--- config.mk ---
export PLATFORM = sky130hd
export DESIGN_NAME = byte_set_statistics_sorter_top
export DESIGN_NICKNAME = d
export VERILOG_FILES = /design/src/rtl/bss_pkg.sv /design/src/rtl/bss_ram.sv /design/src/rtl/bss_ctrl.sv /design/src/rtl/bss_datapath.sv /design/src/rtl/byte_set_statistics_sorter_top.sv
export VERILOG_INCLUDE_DIRS = /design/src /design/src/rtl
export SDC_FILE = /design/constraint.sdc
export NUM_CORES = 2
export LEC_CHECK = 0
export BUFFER_PORTS_ARGS = -buffer_cell sky130_fd_sc_hd__buf_2
export CAP_MARGIN = 10
export CELL_PAD_IN_SITES_DETAIL_PLACEMENT = 0
export CELL_PAD_IN_SITES_GLOBAL_PLACEMENT = 1
export CORE_MARGIN = 5
export CORE_UTILIZATION = 55
export CTS_BUF_LIST = sky130_fd_sc_hd__clkbuf_16
export CTS_CLUSTER_SIZE = 25
export DETAILED_ROUTE_END_ITERATION = 10
export GPL_TIMING_DRIVEN = 1
export PLACE_DENSITY_LB_ADDON = 0.1
export SLEW_MARGIN = 20
export SYNTH_ARGS = -nofsm -noshare
export SYNTH_HDL_FRONTEND = slang
export SYNTH_SLANG_ARGS = --single-unit
--- constraint.sdc ---
create_clock -name clk -period 5.9 [get_ports clk]
set_input_delay 0.295 -clock clk [delete_from_list [all_inputs] [get_ports clk]]
set_output_delay 0.295 -clock clk [all_outputs]
set_load 0.01 [all_outputs]
--- src/rtl/assert_macros.svh ---
// ---------------------------------------------------------------------------
// Assertion macros
// Shared concurrent assertion wrappers. They compile to nothing under SYNTHESIS.
// ---------------------------------------------------------------------------
`ifndef ASSERT_MACROS_SVH
`define ASSERT_MACROS_SVH
`ifndef SYNTHESIS
// When the antecedent holds, the consequent holds in the same cycle.
`define ASSERT_IMP(name, clk, rst, ante, cons) \
  name: assert property (@(posedge clk) disable iff (rst) (ante) |-> (cons)) \
    else $error("assertion failed");
// When the antecedent holds, the consequent holds in the next cycle.
`define ASSERT_NEXT(name, clk, rst, ante, cons) \
  name: assert property (@(posedge clk) disable iff (rst) (ante) |=> (cons)) \
    else $error("assertion failed");
`else
`define ASSERT_IMP(name, clk, rst, ante, cons)
`define ASSERT_NEXT(name, clk, rst, ante, cons)
`endif
`endif

--- src/rtl/bss_pkg.sv ---
`timescale 1ns / 1ps
// ---------------------------------------------------------------------------
// Byte set statistics sorter package
// Field widths, default depth, and the command and status bundles that join
// the controller to the datapath.
// ---------------------------------------------------------------------------
package bss_pkg;

  localparam int MAX_SAMPLES_DEF = 64;
  localparam int DATA_W          = 8;
  localparam int POS_W           = 6;
  localparam int COUNT_W         = 7;

  // Commands from the controller to the datapath.
  typedef struct packed {
    logic load;
    logic sort_init;
    logic pivot_rd;
    logic pivot_ld;
    logic sweep;
    logic place;
    logic med_hi;
    logic med_lo;
    logic med_calc;
    logic div_start;
    logic div_step;
    logic emit_ld;
    logic emit_next;
    logic clear_set;
  } cmd_t;

  // Status from the datapath to the controller.
  typedef struct packed {
    logic sweep_done;
    logic sort_last;
    logic div_done;
    logic emit_last;
  } status_t;

endpackage

--- src/rtl/bss_ram.sv ---
`timescale 1ns / 1ps
// ---------------------------------------------------------------------------
// Generic single-port-write RAM
// One write port and one read port with registered read data.
// ---------------------------------------------------------------------------
module bss_ram #(
  parameter int WIDTH = 8,
  parameter int DEPTH = 64
) (
  input  logic                     clk,
  input  logic                     we,
  input  logic [$clog2(DEPTH)-1:0] waddr,
  input  logic [WIDTH-1:0]         wdata,
  input  logic [$clog2(DEPTH)-1:0] raddr,
  output logic [WIDTH-1:0]         rdata
);

  logic [WIDTH-1:0] mem [DEPTH];

  // Write and registered read.
  always_ff @(posedge clk) begin
    if (we) begin
      mem[waddr] <= wdata;
    end
    rdata <= mem[raddr];
  end

endmodule

--- src/rtl/bss_ctrl.sv ---
`timescale 1ns / 1ps
// ---------------------------------------------------------------------------
// Byte set statistics sorter controller
// Sequences collection, rank sort, median, serial mean division and the
// emission of the sorted run.
// ---------------------------------------------------------------------------
module bss_ctrl (
  input  logic             clk,
  input  logic             rst,
  input  logic             in_valid,
  output logic             in_ready,
  input  logic             last_sample,
  output logic             out_valid,
  input  logic             out_ready,
  output bss_pkg::cmd_t    cmd,
  input  bss_pkg::status_t status
);
  import bss_pkg::*;

  localparam logic [3:0] S_COLLECT   = 4'd0;
  localparam logic [3:0] S_PIV_RD    = 4'd1;
  localparam logic [3:0] S_PIV_LD    = 4'd2;
  localparam logic [3:0] S_SWEEP     = 4'd3;
  localparam logic [3:0] S_PLACE     = 4'd4;
  localparam logic [3:0] S_MED_HI    = 4'd5;
  localparam logic [3:0] S_MED_LO    = 4'd6;
  localparam logic [3:0] S_MED_CALC  = 4'd7;
  localparam logic [3:0] S_DIV       = 4'd8;
  localparam logic [3:0] S_EMIT_RD   = 4'd9;
  localparam logic [3:0] S_EMIT_LD   = 4'd10;
  localparam logic [3:0] S_EMIT_WAIT = 4'd11;

  logic [3:0] state;
  logic [3:0] state_next;

  assign in_ready  = (state == S_COLLECT);
  assign out_valid = (state == S_EMIT_WAIT);

  // State register.
  always_ff @(posedge clk) begin
    if (rst) begin
      state <= S_COLLECT;
    end else begin
      state <= state_next;
    end
  end

  // Next state and command decode.
  always_comb begin
    state_next = state;
    cmd        = '0;
    case (state)
      S_COLLECT: begin
        if (in_valid) begin
          cmd.load = 1'b1;
          if (last_sample) begin
            cmd.sort_init = 1'b1;
            state_next    = S_PIV_RD;
          end
        end
      end
      S_PIV_RD: begin
        cmd.pivot_rd = 1'b1;
        state_next   = S_PIV_LD;
      end
      S_PIV_LD: begin
        cmd.pivot_ld = 1'b1;
        state_next   = S_SWEEP;
      end
      S_SWEEP: begin
        cmd.sweep = 1'b1;
        if (status.sweep_done) begin
          state_next = S_PLACE;
        end
      end
      S_PLACE: begin
        cmd.place  = 1'b1;
        state_next = status.sort_last ? S_MED_HI : S_PIV_RD;
      end
      S_MED_HI: begin
        cmd.med_hi = 1'b1;
        state_next = S_MED_LO;
      end
      S_MED_LO: begin
        cmd.med_lo = 1'b1;
        state_next = S_MED_CALC;
      end
      S_MED_CALC: begin
        cmd.med_calc  = 1'b1;
        cmd.div_start = 1'b1;
        state_next    = S_DIV;
      end
      S_DIV: begin
        cmd.div_step = 1'b1;
        if (status.div_done) begin
          state_next = S_EMIT_RD;
        end
      end
      S_EMIT_RD: begin
        state_next = S_EMIT_LD;
      end
      S_EMIT_LD: begin
        cmd.emit_ld = 1'b1;
        state_next  = S_EMIT_WAIT;
      end
      S_EMIT_WAIT: begin
        if (out_ready) begin
          if (status.emit_last) begin
            cmd.clear_set = 1'b1;
            state_next    = S_COLLECT;
          end else begin
            cmd.emit_next = 1'b1;
            state_next    = S_EMIT_RD;
          end
        end
      end
      default: begin
        state_next = S_COLLECT;
      end
    endcase
  end

endmodule

--- src/rtl/bss_datapath.sv ---
`timescale 1ns / 1ps
// ---------------------------------------------------------------------------
// Byte set statistics sorter datapath
// Sample store, running statistics, rank sort into a second store, median
// pick, restoring divider for the mean, and the output word registers.
// ---------------------------------------------------------------------------
module bss_datapath #(
  parameter int MAX_SAMPLES = bss_pkg::MAX_SAMPLES_DEF
) (
  input  logic                        clk,
  input  logic                        rst,
  input  bss_pkg::cmd_t               cmd,
  output bss_pkg::status_t            status,
  input  logic [bss_pkg::DATA_W-1:0]  sample,
  output logic [bss_pkg::DATA_W-1:0]  sorted_value,
  output logic [bss_pkg::POS_W-1:0]   position,
  output logic [bss_pkg::DATA_W-1:0]  median_value,
  output logic [bss_pkg::DATA_W-1:0]  mean_value,
  output logic [bss_pkg::DATA_W-1:0]  minimum_value,
  output logic [bss_pkg::DATA_W-1:0]  maximum_value,
  output logic [bss_pkg::COUNT_W-1:0] sample_count,
  output logic                        overflowed,
  output logic                        last_result
);
  import bss_pkg::*;

  localparam int ADDR_W = $clog2(MAX_SAMPLES);
  localparam int CNT_W  = $clog2(MAX_SAMPLES + 1);
  localparam int SUM_W  = $clog2(MAX_SAMPLES * 255 + 1);
  localparam int DIVC_W = $clog2(SUM_W);

  // Set statistics.
  logic [CNT_W-1:0]  count;
  logic [SUM_W-1:0]  sum;
  logic [DATA_W-1:0] minv;
  logic [DATA_W-1:0] maxv;
  logic              ovf;

  // Sort indexes.
  logic [ADDR_W-1:0] i;
  logic [ADDR_W-1:0] cmp_idx;
  logic [ADDR_W-1:0] rank;
  logic [ADDR_W-1:0] k;
  logic [DATA_W-1:0] pivot;

  // Median and divider.
  logic [DATA_W-1:0] mid_hi;
  logic [DATA_W-1:0] median;
  logic [SUM_W-1:0]  quot;
  logic [CNT_W-1:0]  rem;
  logic [DIVC_W-1:0] div_cnt;

  // Memory ports.
  logic              we_a;
  logic [ADDR_W-1:0] raddr_a;
  logic [DATA_W-1:0] rdata_a;
  logic [ADDR_W-1:0] raddr_b;
  logic [DATA_W-1:0] rdata_b;

  logic              has_room;
  logic              take_rank;
  logic [CNT_W-1:0]  half;
  logic [CNT_W-1:0]  half_m1;
  logic [DATA_W:0]   pair_sum;
  logic [CNT_W:0]    rem_sh;
  logic [CNT_W:0]    rem_diff;
  logic              rem_ge;

  assign has_room = (count < CNT_W'(MAX_SAMPLES));
  assign we_a     = cmd.load && has_room;
  assign half     = count >> 1;
  assign half_m1  = half - CNT_W'(1);
  assign pair_sum = {1'b0, rdata_b} + {1'b0, mid_hi};

  // A sample ranks below the pivot if larger, or equal and earlier.
  assign take_rank = (rdata_a > pivot) || ((rdata_a == pivot) && (cmp_idx < i));

  // One restoring division step.
  assign rem_sh   = {rem, quot[SUM_W-1]};
  assign rem_ge   = (rem_sh >= {1'b0, count});
  assign rem_diff = rem_sh - {1'b0, count};

  // Status to the controller.
  assign status.sweep_done = ((CNT_W'(cmp_idx) + CNT_W'(1)) == count);
  assign status.sort_last  = ((CNT_W'(i) + CNT_W'(1)) == count);
  assign status.emit_last  = ((CNT_W'(k) + CNT_W'(1)) == count);
  assign status.div_done   = (div_cnt == DIVC_W'(SUM_W - 1));

  // Sample store read address.
  always_comb begin
    if (cmd.pivot_ld) begin
      raddr_a = '0;
    end else if (cmd.sweep) begin
      raddr_a = cmp_idx + ADDR_W'(1);
    end else begin
      raddr_a = i;
    end
  end

  // Sorted store read address.
  always_comb begin
    if (cmd.med_hi) begin
      raddr_b = half[ADDR_W-1:0];
    end else if (cmd.med_lo) begin
      raddr_b = half_m1[ADDR_W-1:0];
    end else begin
      raddr_b = k;
    end
  end

  bss_ram #(
    .WIDTH (DATA_W),
    .DEPTH (MAX_SAMPLES)
  ) u_sample_ram (
    .clk   (clk),
    .we    (we_a),
    .waddr (count[ADDR_W-1:0]),
    .wdata (sample),
    .raddr (raddr_a),
    .rdata (rdata_a)
  );

  bss_ram #(
    .WIDTH (DATA_W),
    .DEPTH (MAX_SAMPLES)
  ) u_sorted_ram (
    .clk   (clk),
    .we    (cmd.place),
    .waddr (rank),
    .wdata (pivot),
    .raddr (raddr_b),
    .rdata (rdata_b)
  );

  // Running statistics of the open set.
  always_ff @(posedge clk) begin
    if (rst || cmd.clear_set) begin
      count <= '0;
      sum   <= '0;
      minv  <= '1;
      maxv  <= '0;
      ovf   <= 1'b0;
    end else if (cmd.load) begin
      if (has_room) begin
        count <= count + CNT_W'(1);
        sum   <= sum + SUM_W'(sample);
        if (sample < minv) begin
          minv <= sample;
        end
        if (sample > maxv) begin
          maxv <= sample;
        end
      end else begin
        ovf <= 1'b1;
      end
    end
  end

  // Rank sort counters: each pivot is compared against the whole set.
  always_ff @(posedge clk) begin
    if (rst) begin
      i       <= '0;
      cmp_idx <= '0;
      rank    <= '0;
    end else begin
      if (cmd.sort_init) begin
        i <= '0;
      end else if (cmd.place) begin
        i <= i + ADDR_W'(1);
      end
      if (cmd.pivot_rd) begin
        rank <= '0;
      end else if (cmd.sweep && take_rank) begin
        rank <= rank + ADDR_W'(1);
      end
      if (cmd.pivot_ld) begin
        cmp_idx <= '0;
      end else if (cmd.sweep) begin
        cmp_idx <= cmp_idx + ADDR_W'(1);
      end
    end
  end

  // Pivot and median registers.
  always_ff @(posedge clk) begin
    if (cmd.pivot_ld) begin
      pivot <= rdata_a;
    end
    if (cmd.med_lo) begin
      mid_hi <= rdata_b;
    end
    if (cmd.med_calc) begin
      median <= count[0] ? mid_hi : pair_sum[DATA_W:1];
    end
  end

  // Serial divider, one quotient bit per cycle.
  always_ff @(posedge clk) begin
    if (rst) begin
      div_cnt <= '0;
    end else if (cmd.div_start) begin
      div_cnt <= '0;
    end else if (cmd.div_step) begin
      div_cnt <= div_cnt + DIVC_W'(1);
    end
  end

  always_ff @(posedge clk) begin
    if (cmd.div_start) begin
      quot <= sum;
      rem  <= '0;
    end else if (cmd.div_step) begin
      quot <= {quot[SUM_W-2:0], rem_ge};
      rem  <= rem_ge ? rem_diff[CNT_W-1:0] : rem_sh[CNT_W-1:0];
    end
  end

  // Emission index.
  always_ff @(posedge clk) begin
    if (rst || cmd.div_start) begin
      k <= '0;
    end else if (cmd.emit_next) begin
      k <= k + ADDR_W'(1);
    end
  end

  // Output word registers.
  always_ff @(posedge clk) begin
    if (cmd.emit_ld) begin
      sorted_value <= rdata_b;
      position     <= POS_W'(k);
      last_result  <= status.emit_last;
    end
  end

  assign median_value  = median;
  assign mean_value    = quot[DATA_W-1:0];
  assign minimum_value = minv;
  assign maximum_value = maxv;
  assign sample_count  = COUNT_W'(count);
  assign overflowed    = ovf;

endmodule

--- src/rtl/byte_set_statistics_sorter_top.sv ---
`timescale 1ns / 1ps
// ---------------------------------------------------------------------------
// Byte set statistics sorter
// Collects byte samples into a set and, on the closing word, returns the set
// in descending order with median, mean, minimum and maximum on every word.
//
//   channel  direction  handshake            payload
//   input    in         in_valid / in_ready  sample, last_sample
//   output   out        out_valid/out_ready  sorted_value ... last_result
//
// While collecting, one input word is taken each cycle.
// After the closing word, the rank sort copies each kept sample to its rank
// in the sorted RAM, the median is read and formed, and the serial mean
// divider goes through the sum bit by bit (14 sum bits at the default depth).
// Each output word steps through emit read, load and a wait for out_ready; no
// input is taken until the last word of the run has been accepted.
// Reset empties the set; the stores need no clearing pass.
// ---------------------------------------------------------------------------
`include "assert_macros.svh"

module byte_set_statistics_sorter_top #(
  parameter int MAX_SAMPLES = bss_pkg::MAX_SAMPLES_DEF
) (
  input  logic                        clk,
  input  logic                        rst,
  input  logic                        in_valid,
  output logic                        in_ready,
  input  logic [bss_pkg::DATA_W-1:0]  sample,
  input  logic                        last_sample,
  output logic                        out_valid,
  input  logic                        out_ready,
  output logic [bss_pkg::DATA_W-1:0]  sorted_value,
  output logic [bss_pkg::POS_W-1:0]   position,
  output logic [bss_pkg::DATA_W-1:0]  median_value,
  output logic [bss_pkg::DATA_W-1:0]  mean_value,
  output logic [bss_pkg::DATA_W-1:0]  minimum_value,
  output logic [bss_pkg::DATA_W-1:0]  maximum_value,
  output logic [bss_pkg::COUNT_W-1:0] sample_count,
  output logic                        overflowed,
  output logic                        last_result
);
  import bss_pkg::*;

  cmd_t    cmd;
  status_t status;

  bss_ctrl u_ctrl (
    .clk         (clk),
    .rst         (rst),
    .in_valid    (in_valid),
    .in_ready    (in_ready),
    .last_sample (last_sample),
    .out_valid   (out_valid),
    .out_ready   (out_ready),
    .cmd         (cmd),
    .status      (status)
  );

  bss_datapath #(
    .MAX_SAMPLES (MAX_SAMPLES)
  ) u_datapath (
    .clk           (clk),
    .rst           (rst),
    .cmd           (cmd),
    .status        (status),
    .sample        (sample),
    .sorted_value  (sorted_value),
    .position      (position),
    .median_value  (median_value),
    .mean_value    (mean_value),
    .minimum_value (minimum_value),
    .maximum_value (maximum_value),
    .sample_count  (sample_count),
    .overflowed    (overflowed),
    .last_result   (last_result)
  );

  // The block never collects and emits at the same time.
  `ASSERT_IMP(a_no_overlap, clk, rst, out_valid, !in_ready)
  // The last word of a run hands control back to collection.
  `ASSERT_NEXT(a_run_closes, clk, rst, out_valid && out_ready && last_result, in_ready)
  // Every emitted rank lies inside the set.
  `ASSERT_IMP(a_rank_range, clk, rst, out_valid, {1'b0, position} < sample_count)
  // Every emitted value lies between the set extremes.
  `ASSERT_IMP(a_value_range, clk, rst, out_valid,
              (minimum_value <= sorted_value) && (sorted_value <= maximum_value))

endmodule
After elaboration in Yosys (flattened, before gate mapping)
Memories as Yosys holds them, arrays and structs flattened. A register that Yosys moved wholly into a read port is not among the register bits.
Cells that the tools add are included.
{ "word_totals": {"elab_cells": 115, "regBits": 130, "n_memories": 2, "ram_bits": 1024, "output_inout_bits": 57, "in_bits": 13} }
{ "mem_list": {"columns": ["name", "words", "width", "rd", "rd_ports_with_merged_regs", "write_ports", "line_no", "source"], "rows": [
  ["u_datapath.u_sample_ram.mem", 64, 8, 1, 1, 1, "bss_ram.sv:18", "logic [WIDTH-1:0] mem [DEPTH];"],
  ["u_datapath.u_sorted_ram.mem", 64, 8, 1, 1, 1, "bss_ram.sv:18", null]
]} }
{ "classes": {"mux": 36, "reduce_logical": 17, "order_cmp": 6, "add_sub_neg": 13, "n_eq_ne": 21, "bitwise": 1} }
{ "ops": {"columns": ["op", "n"], "rows": [
  ["one-hot mux 4 bit (12 select lines)", 1],
  ["two-way mux 14 bit", 2],
  ["adder 6 x 1 -> 6 bit, second input constant", 4],
  ["two-way mux 4 bit", 6],
  ["two-way mux 6 bit", 4],
  ["adder 6 x 1 -> 7 bit, second input constant", 3],
  ["equality test 7 bit", 3],
  ["equality test 4 bit, second input constant", 5],
  ["equality test 4 x 3 -> 1 bit, second input constant", 4],
  ["greater-than comparator 8 bit", 2],
  ["two-way mux 1 bit", 15],
  ["adder 14 x 8 -> 14 bit", 1],
  ["two-way mux 2 bit", 5],
  ["adder 8 x 8 -> 9 bit", 1],
  ["equality test 4 x 2 -> 1 bit, second input constant", 2],
  ["equality test 8 bit", 1],
  ["greater-or-equal comparator 8 x 7 -> 1 bit", 1],
  ["less-than comparator 8 bit", 1],
  ["two-way mux 8 bit", 1],
  ["OR reduction 2 bit", 4],
  ["adder 7 x 1 -> 7 bit, second input constant", 1],
  ["less-than comparator 7 bit, second input constant", 1],
  ["two-way mux 7 bit", 1],
  ["subtractor 7 bit", 1],
  ["other kinds (15)", 24]
]} }

Depth between registers and ports, before layout
{ "depth": {"ltp_word": 6, "depth_mapped": 14, "ltp_nobuf": 11} }

By module
From an unflattened synthesis, not the netlist that was laid out.
{ "hier_totals": {"cells_unflattened": 2707, "hier_area_um2": 48006.0} }
{ "modules_own_cells": {"columns": ["module", "instances", "seq_area_each_um2", "cells_each", "area_per_inst_um2"], "rows": [
  ["bss_ram", 2, 15534.9, 940, 20166.8],
  ["bss_datapath", 1, 3052.9, 777, 7305.8],
  ["bss_ctrl", 1, 80.1, 50, 366.6]
]} }

Worst setup path after synthesis
Ideal clock, no wire load.
{ "synth_path": {"path_kind": "register -> register", "from": "register u_datapath.count[2] (netlist: u_datapath.sample_count[2])", "to": "register u_datapath.rem[0]", "setup_time_ns": 0.117, "required_ns": 5.783, "path_buffers": 1, "t_arrival_ns": 2.786, "stages_incl_launch_ff": 12, "period_less_slack_ns": 2.903, "slack_ns": 2.997, "cell_sequence": "dfxtp_1 > clkbuf_1 > inv_1 > ha_1 > nor2b_1 > o21ai_0 > a21boi_0 > o21ai_0 > nand2b_1 > a21oi_1 > mux2i_1 > a22o_1"} }
{ "synth_between": {"elab_chain_len": 2} }
{ "synth_rtl": {"columns": ["element", "line_no", "source"], "rows": [
  ["from (decl)", "bss_datapath.sv:33", "logic [CNT_W-1:0] count;"],
  ["from (signal assigned)", "bss_datapath.sv:145", "count <= count + CNT_W'(1);"],
  ["greater-or-equal comparator 8 x 7 -> 1 bit", "bss_datapath.sv:80", "assign rem_ge = (rem_sh >= {1'b0, count});"],
  ["two-way mux 7 bit", "bss_datapath.sv:214", "rem <= rem_ge ? rem_diff[CNT_W-1:0] : rem_sh[CNT_W-1:0];"],
  ["to (signal assigned)", "bss_datapath.sv:214", null],
  ["to (decl)", "bss_datapath.sv:50", "logic [CNT_W-1:0] rem;"]
]} }
Every way passes these cells.
A chain may end at the register's enable or synchronous reset.

Worst setup path in the final report
{ "layout_path": {"from": "register u_ctrl.state[2]", "to": "register u_datapath.u_sorted_ram.rdata[3] (read register of u_datapath.u_sorted_ram.mem)"} }
{ "layout_between": {"elab_chain_len": 4, "word_cells_on_any_way": 6, "classes_between": "2 x eq/ne; 4 x mux"} }
{ "layout_rtl": {"columns": ["element", "line_no", "source"], "rows": [
  ["from (decl)", "bss_ctrl.sv:33", "logic [3:0] state;"],
  ["from (signal assigned)", "bss_ctrl.sv:44", "state <= state_next;"],
  ["equality test 4 x 3 -> 1 bit", "bss_ctrl.sv:52", "case (state)"],
  ["two-way mux 1 bit", "bss_ctrl.sv:52", null],
  ["two-way mux 6 bit", "bss_datapath.sv:104", "end else if (cmd.med_lo) begin"],
  ["two-way mux 6 bit *", "bss_datapath.sv:102", "if (cmd.med_hi) begin"],
  ["to (decl)", "bss_ram.sv:15", "output logic [WIDTH-1:0] rdata"]
]} }
Every way passes the cells marked *; elsewhere a longest branch is shown, timed or not.

==> results.py <==
metrics = {
    "sta": {
        "final_hold_viol_count": 0,
        "layout_min_cycle_time_ns": 4.50,
        "hold_slack_ns": 0.0616,
        "fmax_mhz": 222,
        "fin_crit_sh_pct": 76.3,
        "finClkSkew_ns": 0.0233,
        "slew_headroom_pct": 32.7,
        "worst_pin_slew_ns": 1.01,
        "rsz0062_at_grt": "false",
        "setup_viol": 0,
        "fin_tns_setup_ns": 0,
        "finalMaxSlewViolations": 0,
    },
    "synthesis": {
        "syn_area_um2": 48900,
        "yosys_warnings": 0,
        "syn_avg_cell_area_um2": 13.3,
        "ys_seq_area_share_pct": 69.9,
        "async_flop_share_pct": 0,
        "syn_inst": 3685,
        "synth_edf_count": 1077,
        "synth_fp_nets": 3763,
        "ys.flop_type": "edfxtp_1",
        "synth_cell_type_count": 86,
        "ys_seq_elements": 1170,
    },
    "worst_setup_path": {
        "worstPathRequired_ns": 6.44,
        "worstReg2RegStart": "u_ctrl.state[2]",
        "cp_slowest_cell": "dfxtp_1",
        "timing.critical_path.mode_cell": "mux2i_1",
        "startpoint_type": "register",
        "arrival_ns": 5.04,
        "worstSetupStartpoint": "u_ctrl.state[2]",
        "r2r_cells": 10,
        "crit_fanout": 62,
        "endpoint_kind": "register",
        "path_cells": "nand4bb_1 > inv_4 > mux2i_1 > o21ai_4 > buf_12 > mux2i_1 > mux2i_1 > a22o_1 > o31ai_1 > o211ai_1",
        "timing.rr.end": "u_datapath.u_sorted_ram.rdata[3]",
        "cpPeakStageDelay_ns": 0.79,
        "r2r_slack_ns": 1.40,
        "worst-setup-path-type": "register to register",
    },
    "floorplanning": {
        "fp-row-count": 109,
        "die-area_um2": 95100,
        "die-width_um": 308,
        "core_region_area_um2": 88400,
        "die_y_um": 308,
        "ios": 70,
        "start_util_pct": 55.4,
    },
    "pwr": {
        "leakage_nw": 18.0,
        "ir_worst_vdd_uv": 316,
        "powerDensity_nw_per_um2": 337,
    },
    "detailed_routing": {
        "drt-met1-wl_mm": 51.0,
        "wl_met3_mm": 8.37,
        "routed_wl_mm": 127,
        "ant_nets": 0,
        "top_layer_used": "met5",
        "dr_wl_met2_mm": 63.3,
        "num_vias": 30800,
        "avgRoutedWirePerCell_um": 25.5,
        "drt_iter0_drc": 3158,
        "via_per_inst": 6.18,
        "drtPass1Iterations": 6,
        "drc_errors": 0,
    },
    "clocking": {
        "cts.sinks": 1170,
        "cts_max_level": 3,
        "cts_resized": 0,
        "clockBufferDepth": 3,
        "cts_buffers": 118,
        "cts_setup_buffers": 0,
        "clk_pin_slew_ns": 0.06,
        "clockRootBuffer": "clkbuf_16",
        "cts_tree": "done",
        "cts_hold_buf": 1,
        "clkLatencyLatePin_ns": 0.70,
    },
    "placement": {
        "numPortBuffers": 69,
        "postPlaceCellArea_um2": 50100,
        "place.gp.congestion": 0.869,
        "place_hpwl_mm": 77.4,
    },
    "job": {
        "drv_cap": 0,
    },
    "min_path": {
        "hold-path-cell-count": 4,
        "hold_path.class": "input port to register",
        "min_from": "sample[1]",
        "hold_end": "u_datapath.sum[1]",
    },
    "final_layout": {
        "multi_input_comb_area_um2": 13400,
        "final_common_cell": "edfxtp_1",
        "layout_common_cells": "edfxtp_1, nand2_1, nor2_1",
        "drive_above_1_share_pct": 8.55,
        "stdcell_area_um2": 53900,
        "fin_nets": 3786,
        "syn2layout_area_growth_pct": 10.1,
        "fillers": 6771,
        "final-seq-area_um2": 34200,
        "diodes": 0,
    },
    "global_routing": {
        "grt_pass1_wl_mm": 190,
        "grt_max_degree": 101,
        "grt_pass1_vias": 30200,
        "grt-ovfl-total": 0,
        "track_usage_pct": 26.4,
        "antenna_found_initial": 1,
    },
    "run_status": {
        "status": "complete, no violations",
    },
}
-- metal layers --
metal  track usage, %  up-vias
li1                 -    13900
met1             35.7    15400
met2             45.0     1215
met3             3.67      236
met4             7.91        2
met5                0        -
-- through the flow --
step	instances	total power, W	setup slack, ns	utilization (%)
finish	4977	0.0182	1.40	61.0
global route	4977	0.0188	1.03	61.0
CTS	4976	0.0182	1.39	60.9
detailed placement	4751	0.0112	1.44	56.7
global placement	4750	0.0112	1.14	56.7
floorplan	3685	0.0106	3.00	-
-- registers in the layout, summed over array words and instances, names as in the netlist, 7 cells and up --
name                           flops
u_datapath.u_sample_ram.mem      512
u_datapath.u_sorted_ram.mem      512
u_datapath.quot                   14
u_datapath.sum                    14
u_datapath.maximum_value           8
u_datapath.median_value            8
u_datapath.mid_hi                  8
u_datapath.minimum_value           8
u_datapath.pivot                   8
u_datapath.sorted_value            8
u_datapath.u_sample_ram.rdata      8
u_datapath.u_sorted_ram.rdata      8
u_datapath.rem                     7
u_datapath.sample_count            7
-- cell type report --
cell class	instances	area share [%]
Timing Repair Buffer	129	1.56
Inverter	65	0.458
Sequential cell	1170	63.5
Clock inverter	104	1.27
Clock buffer	120	5.57
Multi-Input combinational cell	2224	24.9
Tap cell	1165	2.71
-- power by group --
part | switching (W) | leakage (nW) | internal [W]
registers | 0.000141 | 10.4 | 0.00933
logic | 0.00111 | 5.62 | 0.000470
clock network | 0.00306 | 1.97 | 0.00405
total | 0.00431 | 18.0 | 0.0139
-- how the worst max path moves through the flow --
| stage | endpoint | slack, ns |
|---|---|---|
| after floorplan | u_datapath.rem[0] | 3.00 |
| after global placement | u_datapath.u_sample_ram.rdata[4] | 1.14 |
| after detailed placement | u_datapath.u_sorted_ram.rdata[3] | 1.44 |
| after CTS | u_datapath.u_sorted_ram.rdata[3] | 1.39 |
| after global routing | u_datapath.u_sorted_ram.rdata[3] | 1.03 |
| final | u_datapath.u_sorted_ram.rdata[3] | 1.40 |
-- critical path, delay by kind of cell, from the launching register on --
kind / cells / cell delay, ns
compound gates: 4 / 1.71
flops: 1 / 0.79
buf+inv: 2 / 0.77
mux: 3 / 0.51
simple gates: 1 / 0.47
-- synth_stat cells, types with 42 or more instances --
cell type	instances	area, um2
edfxtp_1	1077	32300
nor2_1	243	912
a311oi_1	81	709
a21oi_1	99	495
dfxtp_1	93	1860
ha_1	62	776
o22ai_1	55	344
nand2_1	638	2390
xnor2_1	47	412
o21ai_0	72	360
clkbuf_1	72	270
mux2i_1	174	1740
inv_1	61	229
nor3_1	79	395
buf_2	100	500
nand3_1	117	586
and3_1	108	676
a31oi_1	42	263
-- cells by family after synthesis --
kind of cell / count (synthesis) / synth area share [%]
simple gates: 1326 / 12.1
flops: 1170 / 69.9
compound gates: 593 / 8.61
buf+inv: 291 / 2.88
mux: 180 / 3.75
fa+ha+maj: 65 / 1.71
xor+xnor: 60 / 1.07
Note: power is estimated with default switching activity, not from simulation.
